<file path="src/rtl/obb_pkg.sv">
// ----------------------------------------------------------------------------
// obb_pkg: shared types and constants of the oriented-box overlap test
// Coordinate widths, slot layout, controller states and the command and
// status words passed between controller and datapath.
// ----------------------------------------------------------------------------
package obb_pkg;

  // coordinate and arithmetic widths
  localparam int COORD_WIDTH = 16;
  localparam int FIELD_WIDTH = 16;
  localparam int AXIS_WIDTH  = COORD_WIDTH + 1;
  localparam int PROD_WIDTH  = COORD_WIDTH + AXIS_WIDTH;
  localparam int PROJ_WIDTH  = 2 * COORD_WIDTH + 2;

  // corner store layout
  localparam int NUM_CORNERS = 4;
  localparam int NUM_SLOTS   = 2 * NUM_CORNERS;
  localparam int SLOT_AW     = $clog2(NUM_SLOTS);
  localparam int NUM_AXES    = 4;
  localparam int AXIS_SW     = $clog2(NUM_AXES);

  localparam logic [1:0]         C_BASE    = 2'd0;
  localparam logic [1:0]         C_EDGE_A  = 2'd1;
  localparam logic [1:0]         C_EDGE_B  = 2'd3;
  localparam logic               BOX_LAST  = 1'b1;
  localparam logic [SLOT_AW-1:0] SLOT_LAST = SLOT_AW'(NUM_SLOTS - 1);
  localparam logic [AXIS_SW-1:0] AXIS_LAST = AXIS_SW'(NUM_AXES - 1);

  typedef enum logic [3:0] {
    S_IDLE,
    S_AX_RD,
    S_AX_WR,
    S_DEGEN,
    S_P_RD,
    S_P_MX,
    S_P_MY,
    S_P_ACC,
    S_P_CMP,
    S_DONE
  } obb_state_t;

  typedef enum logic [2:0] {
    OP_NONE,
    OP_BASE,
    OP_AXIS,
    OP_MULX,
    OP_MULY,
    OP_ACC,
    OP_SEP,
    OP_CLR
  } obb_op_t;

  typedef struct packed {
    logic               wr_en;
    logic               rd_en;
    logic [SLOT_AW-1:0] rd_addr;
    obb_op_t            op;
    logic [AXIS_SW-1:0] axis_sel;
    logic               first;
    logic               box;
    logic               load_out;
  } obb_cmd_t;

  typedef struct packed {
    logic degen;
    logic result;
  } obb_sts_t;

endpackage

</file>
<file path="src/rtl/obb_ram.sv">
// ----------------------------------------------------------------------------
// obb_ram: generic single-write, single-read RAM
// One write port, one read port with registered read data held while the
// read enable is low.
// ----------------------------------------------------------------------------
module obb_ram #(
  parameter int WIDTH = 32,
  parameter int DEPTH = 8
) (
  input  logic                     clk,
  input  logic                     wr_en,
  input  logic [$clog2(DEPTH)-1:0] wr_addr,
  input  logic [WIDTH-1:0]         wr_data,
  input  logic                     rd_en,
  input  logic [$clog2(DEPTH)-1:0] rd_addr,
  output logic [WIDTH-1:0]         rd_data
);

  logic [WIDTH-1:0] mem [DEPTH];
  logic [WIDTH-1:0] rd_data_r;

  // write port
  always_ff @(posedge clk) begin
    if (wr_en) begin
      mem[wr_addr] <= wr_data;
    end
  end

  // registered read port
  always_ff @(posedge clk) begin
    if (rd_en) begin
      rd_data_r <= mem[rd_addr];
    end
  end

  assign rd_data = rd_data_r;

endmodule

</file>
<file path="src/rtl/obb_dp.sv">
// ----------------------------------------------------------------------------
// obb_dp: datapath of the overlap test
// Corner store, edge-vector axes, one shared multiplier, per-box min/max
// tracking of projections and the result register.
// ----------------------------------------------------------------------------
module obb_dp
  import obb_pkg::*;
(
  input  logic                   clk,
  input  logic                   rst_n,
  input  logic                   in_box_id,
  input  logic [1:0]             in_corner,
  input  logic [FIELD_WIDTH-1:0] in_coord_x,
  input  logic [FIELD_WIDTH-1:0] in_coord_y,
  input  obb_cmd_t               cmd,
  output obb_sts_t               sts,
  output logic                   out_colliding
);

  localparam int RAW_WIDTH = COORD_WIDTH + FIELD_WIDTH;

  logic [RAW_WIDTH-1:0]         raw_x, raw_y;
  logic [2*COORD_WIDTH-1:0]     wr_data, rd_data;
  logic signed [COORD_WIDTH-1:0] rx, ry;

  logic signed [COORD_WIDTH-1:0] base_x_r, base_y_r;
  logic signed [AXIS_WIDTH-1:0]  axx_r [NUM_AXES];
  logic signed [AXIS_WIDTH-1:0]  axy_r [NUM_AXES];
  logic signed [PROD_WIDTH-1:0]  prod_r, part_r;
  logic signed [PROJ_WIDTH-1:0]  min0_r, max0_r, min1_r, max1_r;
  logic signed [PROJ_WIDTH-1:0]  proj;
  logic                          sep_r;
  logic                          colliding_r;
  logic                          degen;

  // keep the low COORD_WIDTH bits of each field
  assign raw_x   = {{COORD_WIDTH{1'b0}}, in_coord_x};
  assign raw_y   = {{COORD_WIDTH{1'b0}}, in_coord_y};
  assign wr_data = {raw_y[COORD_WIDTH-1:0], raw_x[COORD_WIDTH-1:0]};

  obb_ram #(
    .WIDTH (2 * COORD_WIDTH),
    .DEPTH (NUM_SLOTS)
  ) u_store (
    .clk     (clk),
    .wr_en   (cmd.wr_en),
    .wr_addr ({in_box_id, in_corner}),
    .wr_data (wr_data),
    .rd_en   (cmd.rd_en),
    .rd_addr (cmd.rd_addr),
    .rd_data (rd_data)
  );

  assign rx = $signed(rd_data[COORD_WIDTH-1:0]);
  assign ry = $signed(rd_data[2*COORD_WIDTH-1:COORD_WIDTH]);

  // projection of the current corner
  assign proj = PROJ_WIDTH'(part_r) + PROJ_WIDTH'(prod_r);

  // zero width or height of the first box
  assign degen = (axx_r[0] == '0 && axy_r[0] == '0) ||
                 (axx_r[1] == '0 && axy_r[1] == '0);

  // axis setup
  always_ff @(posedge clk) begin
    case (cmd.op)
      OP_BASE: begin
        base_x_r <= rx;
        base_y_r <= ry;
      end
      OP_AXIS: begin
        axx_r[cmd.axis_sel] <= AXIS_WIDTH'(rx) - AXIS_WIDTH'(base_x_r);
        axy_r[cmd.axis_sel] <= AXIS_WIDTH'(ry) - AXIS_WIDTH'(base_y_r);
      end
      default: begin
      end
    endcase
  end

  // shared multiplier, x term then y term
  always_ff @(posedge clk) begin
    case (cmd.op)
      OP_MULX: begin
        prod_r <= PROD_WIDTH'(rx) * PROD_WIDTH'(axx_r[cmd.axis_sel]);
      end
      OP_MULY: begin
        part_r <= prod_r;
        prod_r <= PROD_WIDTH'(ry) * PROD_WIDTH'(axy_r[cmd.axis_sel]);
      end
      default: begin
      end
    endcase
  end

  // per-box projection extent
  always_ff @(posedge clk) begin
    if (cmd.op == OP_ACC) begin
      if (!cmd.box) begin
        if (cmd.first || proj < min0_r) min0_r <= proj;
        if (cmd.first || proj > max0_r) max0_r <= proj;
      end else begin
        if (cmd.first || proj < min1_r) min1_r <= proj;
        if (cmd.first || proj > max1_r) max1_r <= proj;
      end
    end
  end

  // separation flag and result word
  always_ff @(posedge clk) begin
    if (!rst_n) begin
      sep_r <= 1'b0;
    end else if (cmd.op == OP_CLR) begin
      sep_r <= 1'b0;
    end else if (cmd.op == OP_SEP) begin
      sep_r <= sep_r || (max0_r < min1_r) || (max1_r < min0_r);
    end
  end

  always_ff @(posedge clk) begin
    if (cmd.load_out) begin
      colliding_r <= sts.result;
    end
  end

  assign sts.degen     = degen;
  assign sts.result    = !degen && !sep_r;
  assign out_colliding = colliding_r;

endmodule

</file>
<file path="config.mk">
export PLATFORM = sky130hd
export DESIGN_NAME = obb_dp
export DESIGN_NICKNAME = d
export VERILOG_FILES = /design/src/rtl/obb_pkg.sv /design/src/rtl/obb_ram.sv /design/src/rtl/obb_dp.sv
export SDC_FILE = /design/constraint.sdc
export NUM_CORES = 2
export LEC_CHECK = 0
export BUFFER_PORTS_ARGS = -buffer_cell sky130_fd_sc_hd__buf_2
export CAP_MARGIN = 20
export CORE_MARGIN = 3
export CORE_UTILIZATION = 31
export DETAILED_ROUTE_END_ITERATION = 8
export PLACE_DENSITY = 0.51
export SLEW_MARGIN = 10
export SYNTH_ARGS = -nofsm -noshare
export SYNTH_HDL_FRONTEND = slang
export SYNTH_HIERARCHICAL = 1
export SYNTH_SLANG_ARGS = --single-unit
</file>
<file path="constraint.sdc">
create_clock -name clk -period 22.3 [get_ports clk]
set_input_delay 2.23 -clock clk [delete_from_list [all_inputs] [get_ports clk]]
set_output_delay 2.23 -clock clk [all_outputs]
set_load 0.1 [all_outputs]
</file>
* After elaboration in Yosys (flattened, before gate mapping)
Memories as Yosys holds them, arrays and structs flattened. A register that Yosys moved wholly into a read port is not among the register bits.
Cells that the tools add are included.
** Storage, ports and cells
- Memories kept :: 3
- Register bits after elaboration :: 236
- Memory bits (writable) :: 392
** Memories
- u_store.mem :: words 8, bits a word 32, read ports 1, clocked after Yosys merged registers in 1, wr ports 1, RTL line obb_ram.sv:19 : logic [WIDTH-1:0] mem [DEPTH];
- axx_r :: words 4, bits a word 17, read ports 3, clocked after Yosys merged registers in 0, wr ports 1, RTL line obb_dp.sv:27 : logic signed [AXIS_WIDTH-1:0] axx_r [NUM_AXES];
- axy_r :: words 4, bits a word 17, read ports 3, clocked after Yosys merged registers in 0, wr ports 1, RTL line obb_dp.sv:28 : logic signed [AXIS_WIDTH-1:0] axy_r [NUM_AXES];
** Operators by class
- Add/sub/neg operators :: 3
- Reduce and logical (&&, ||, !) cells :: 22
- Equality and inequality tests :: 7
- Bitwise operators :: 2
- $lt $le $gt $ge :: 6
- Multipliers :: 2
- Multiplexer cells :: 5
** Operators with widths (count)
- 34-bit less-than comparator :: 4
- 34-bit greater-than comparator :: 2
- 17-bit zero test :: 4
- 16-bit by 17-bit multiplier with 33-bit output :: 2
- 33-bit one-hot mux with 2 select lines :: 1
- 33-bit by 33-bit adder with 34-bit output :: 1
- 16-bit by 16-bit subtractor with 17-bit output :: 2
- 3-bit == test, second input constant :: 4
- 3-bit AND reduction :: 4
- 1-bit logical OR :: 7
- 3-bit by 2-bit == test with 1-bit output, second input constant :: 2
- 1-bit two-way mux :: 4
- 3-bit by 1-bit == test with 1-bit output, second input constant :: 1
- 1-bit logical AND :: 3
- 1-bit zero test :: 2
- 1-bit NOT :: 2
- 2-bit nonzero test :: 1
- 2-bit OR reduction :: 1

* Depth between registers and ports, before layout
An unclocked memory read counts as a cell.
- Depth in word-level cells :: 6
- Depth in mapped cells :: 28

* Modules after synthesis
Netlist, hierarchy kept.
** Modules (own cells, without submodules)
- obb_dp :: sequential area each 11160.7 um^2, instances 1, cells each 3841, area an instance 40915.5 um^2
- obb_ram :: sequential area each 8648.3 um^2, instances 1, cells each 415, area an instance 10786.6 um^2

* Worst setup path before layout
Ideal clock, no wire load.
- Kind :: input to register
- Start point :: in cmd[3] (netlist name)
- End point :: reg prod_r[32] (data pin)
- Data required time :: 22.036 ns
- Arrival :: 8.992 ns
- Path buffers :: 3
- Stages on the path :: 25
- Setup time :: 0.264 ns
- Path slack :: 13.044 ns
- Cells stage by stage :: buf_2 > buf_2 > mux4_2 > clkbuf_1 > nand2_1 > inv_1 > fa_1 > fa_1 > fa_1 > fa_1 > fa_1 > inv_1 > fa_1 > inv_1 > ha_1 > o21a_1 > nor2_1 > nor2_1 > a221o_1 > a22o_1 > o31ai_2 > o21ai_1 > xnor2_1 > nand2_1 > o21ai_1
** On the way
- Word-level cells in the longest chain between the ends :: 3
** Ends and longest elaborated chain
- from (decl) :: RTL line obb_dp.sv:15 : input obb_cmd_t cmd,
- memory read 4 x 17 bit (on tied branches)
- 16-bit by 17-bit multiplier with 33-bit output (on tied branches) :: RTL line obb_dp.sv:88, obb_dp.sv:84
- 33-bit one-hot mux with 2 select lines * :: RTL line obb_dp.sv:82 : case (cmd.op)
- to (signal assigned) :: RTL line obb_dp.sv:84 : prod_r <= PROD_WIDTH'(rx) * PROD_WIDTH'(axx_r[cmd.axis_sel]);
- to (signal assigned) :: RTL line obb_dp.sv:88 : prod_r <= PROD_WIDTH'(ry) * PROD_WIDTH'(axy_r[cmd.axis_sel]);
- to (decl) :: RTL line obb_dp.sv:29 : logic signed [PROD_WIDTH-1:0] prod_r, part_r;
Every way passes the cells marked *; elsewhere a longest branch is shown, timed or not.
A chain may end at the register's enable or synchronous reset.

* Final worst setup path
Ends and elaborated chain as after synthesis.

==> reports/qor.yml <==
synthesis:
  ys_seq_area_share_pct: 38.3
  yosysUniqueCellTypes: 83
  synth_edf_count: 659
  synth_area_mm2: 0.0517
  synth-seq-cells: 660
  synth_area_per_cell_um2: 12.1
  yosys_most_used_dff: "edfxtp_1"
  syn_inst: 4256
  synthArstFlopShare_pct: 0
  synth_warnings: 6
  syn_nets: 5294
critical_path:
  r2r-start: "axy_r[0][16]$_DFFE_PP_"
  worst-path-max-fanout: 38
  cpMostUsedCell: "fa_1"
  r2r-end: "prod_r[32]$_DFFE_PP_"
  reg2reg_depth: 21
  cp_data_arrival_time_ns: 9.64
  slowest_delay_ns: 0.94
  critical-path-slowest-cell: "fa_1"
  critical_path.endpoint: "prod_r[32]$_DFFE_PP_"
  r2r_slack_ns: 15.01
  crit_path_cell_trace: "buf_2, buf_4, mux4_2, nand2_1, inv_1, fa_1, fa_1, fa_1, fa_1, fa_1, inv_1, fa_1, inv_1, ha_1, o21a_1, nor2_1, nor2_1, a221o_1, a22o_1, o31ai_2, o21ai_1, xnor2_1, nand2_1, o21ai_1"
  required_ns: 22.71
  setup.worst_path.start: "cmd[3]"
  worst-setup-path-type: "input port to flip-flop"
  endpoint_kind: "flip-flop"
  start_kind: "input port"
sta:
  maxSlewViolCount: 0
  whs_ns: 0.457
  setup-violations-final: 0
  layout_min_cycle_time_ns: 9.23
  fin_tns_setup_ns: 0
  relSlewSlack_pct: 22.0
  finalCritPeriodShare_pct: 41.4
  rsz0062_at_grt: "false"
  finClkSkew_ns: 0.0444
  timing.fmax_mhz: 108
  finalHoldViolations: 0
  max_slew.worst_pin.slew_ns: 1.17
cts:
  cts_tree: "yes"
  cts_sinks: 660
  h-tree-depth: 3
  numCtsBuffers: 73
  cts_buffer_depth: 3
  clk_latency_ns: 0.68
  cts_resized: 0
  cts_root_buffer: "clkbuf_16"
  ctsHoldBuffers: 0
  postCtsSetupBuffers: 0
  clk_pin_slew_ns: 0.06
global_route:
  grt_max_degree: 65
  grt_pass1_wl_um: 192000
  antenna_found_initial: 8
  grt_pass1_vias: 33500
  use_met3_pct: 2.11
  top_usage_layer: "met2"
  grt-ovfl-total: 0
  grt_util_met2_pct: 25.0
  grt_use_total_pct: 14.3
  groute.layer.met1.usage_pct: 18.6
die:
  initial_core_util_pct: 31.3
  die_w_um: 414
  die_height_um: 414
  io_pins: 53
  die_area_mm2: 0.172
  coreArea_mm2: 0.165
  row_count: 149
place:
  routabilityCongestion: 0.816
  port_buffers: 52
  hpwl_um: 90300
hold_path:
  hp-class: "flip-flop to flip-flop"
routing:
  via_per_inst: 4.68
  drt_iter0_drc: 1602
  drc_errors: 0
  avgRoutedWirePerCell_um: 18.3
  vias: 30800
  first_pass_iters: 5
  postRouteAntennaNets: 0
  routed_wl_um: 120000
cells_and_area:
  multi_input_area_mm2: 0.0285
  fin_nets: 5364
  syn_to_final_growth_pct: 11.1
  utilization_pct: 34.7
  nFillCells: 16300
  ff_latch_area_mm2: 0.0198
  drive_above_1_share_pct: 8.09
job:
  cap_viol_max_count: 0
outcome:
  status: "finished, final reports clean"
layout by cell type, fill, tap and decap left out, types with 37 or more instances in the layout:
cell / count
a21o_1: 91
a21oi_1: 122
and2_1: 261
buf_2: 52
buf_4: 50
clkbuf_16: 74
edfxtp_1: 659
fa_1: 555
ha_1: 433
inv_1: 802
mux4_1: 40
mux4_2: 58
nand2_1: 340
nand2b_1: 37
nand4_1: 38
nor2_1: 106
o21ai_0: 88
xnor2_1: 85
synth_stat cells, types with 38 or more instances:
master / number / area [µm²]
a21o_1: 91 / 683
ha_1: 433 / 5420
nand4_1: 38 / 238
and2_1: 261 / 1630
inv_1: 802 / 3010
xnor2_1: 85 / 744
clkbuf_1: 83 / 312
nand2_1: 340 / 1280
mux4_1: 40 / 1050
nand2b_1: 38 / 238
mux4_2: 58 / 1310
edfxtp_1: 659 / 19800
nor2_1: 113 / 424
a21oi_1: 122 / 611
o21ai_0: 90 / 450
fa_1: 555 / 11100
registers in the layout, summed over array words and instances, names as in the netlist, 32 cells and up:
name,flops
max1_r,34
axx_r,68
max0_r,34
prod_r,33
part_r,33
u_store/rd_data,32
min1_r,34
min0_r,34
u_store/mem,256
axy_r,68
cell type report:
| type | count | area share (%) |
|---|---|---|
| diodes | 3 | 0.0131 |
| clock inverters | 48 | 1.27 |
| clock buffers | 88 | 3.32 |
| well taps | 2189 | 4.77 |
| flip-flops and latches | 660 | 34.5 |
| multi-input cells | 2684 | 49.7 |
| repair buffers | 104 | 1.19 |
| inverters | 803 | 5.25 |
kinds of logic after synthesis:
| kind of cell | Yosys count | share of synthesized area (%) |
|---|---|---|
| adder cells (fa/ha/maj) | 988 | 32.0 |
| XOR/XNOR | 120 | 2.03 |
| buffers and inverters | 912 | 6.76 |
| AO/OA/AOI/OAI | 490 | 6.39 |
| AND/OR/NAND/NOR | 955 | 9.26 |
| flip-flops | 660 | 38.3 |
| multiplexers | 131 | 5.28 |
layer usage:
metal | up-vias | share of wire [%]
li1 | 14500 | -
met1 | 15600 | 45
met2 | 467 | 50
met5 | - | 0.034
met4 | 6 | 2.0
met3 | 158 | 3.5
stage by stage:
stage	instances	instance area (µm²)	setup slack (ns)
2_1_floorplan	4256	51700	13.04
3_3_place_gp	6437	54700	12.35
3_5_place_dp	6440	54800	12.29
4_1_cts	6576	57400	13.03
5_1_grt	6576	57400	12.64
6_report	6579	57400	13.07
worst min-delay path by stage:
stage	from	endpoint	slack, ns	cells after the start
after floorplan	prod_r[0]$_DFFE_PP_	part_r[0]$_DFFE_PP_	0.43	0
after CTS	prod_r[20]$_DFFE_PP_	part_r[20]$_DFFE_PP_	0.46	0
after global routing	prod_r[9]$_DFFE_PP_	part_r[9]$_DFFE_PP_	0.48	0
after detailed placement	prod_r[11]$_DFFE_PP_	part_r[11]$_DFFE_PP_	0.45	0
final	prod_r[4]$_DFFE_PP_	part_r[4]$_DFFE_PP_	0.46	0
after global placement	u_store/rd_data[26]$_DFFE_PP_	base_y_r[10]$_DFFE_PN_	0.44	0
critical path: cells and delay by family:
family	cells	cell delay, ns
adder cells (fa/ha/maj)	7	3.94
AO/OA/AOI/OAI	6	1.22
buffers and inverters	5	0.86
multiplexers	1	0.76
AND/OR/NAND/NOR	4	0.43
XOR/XNOR	1	0.13
Power is not shown: default switching activity piles up to over one toggle a cycle in this logic, so the estimate is an artifact.
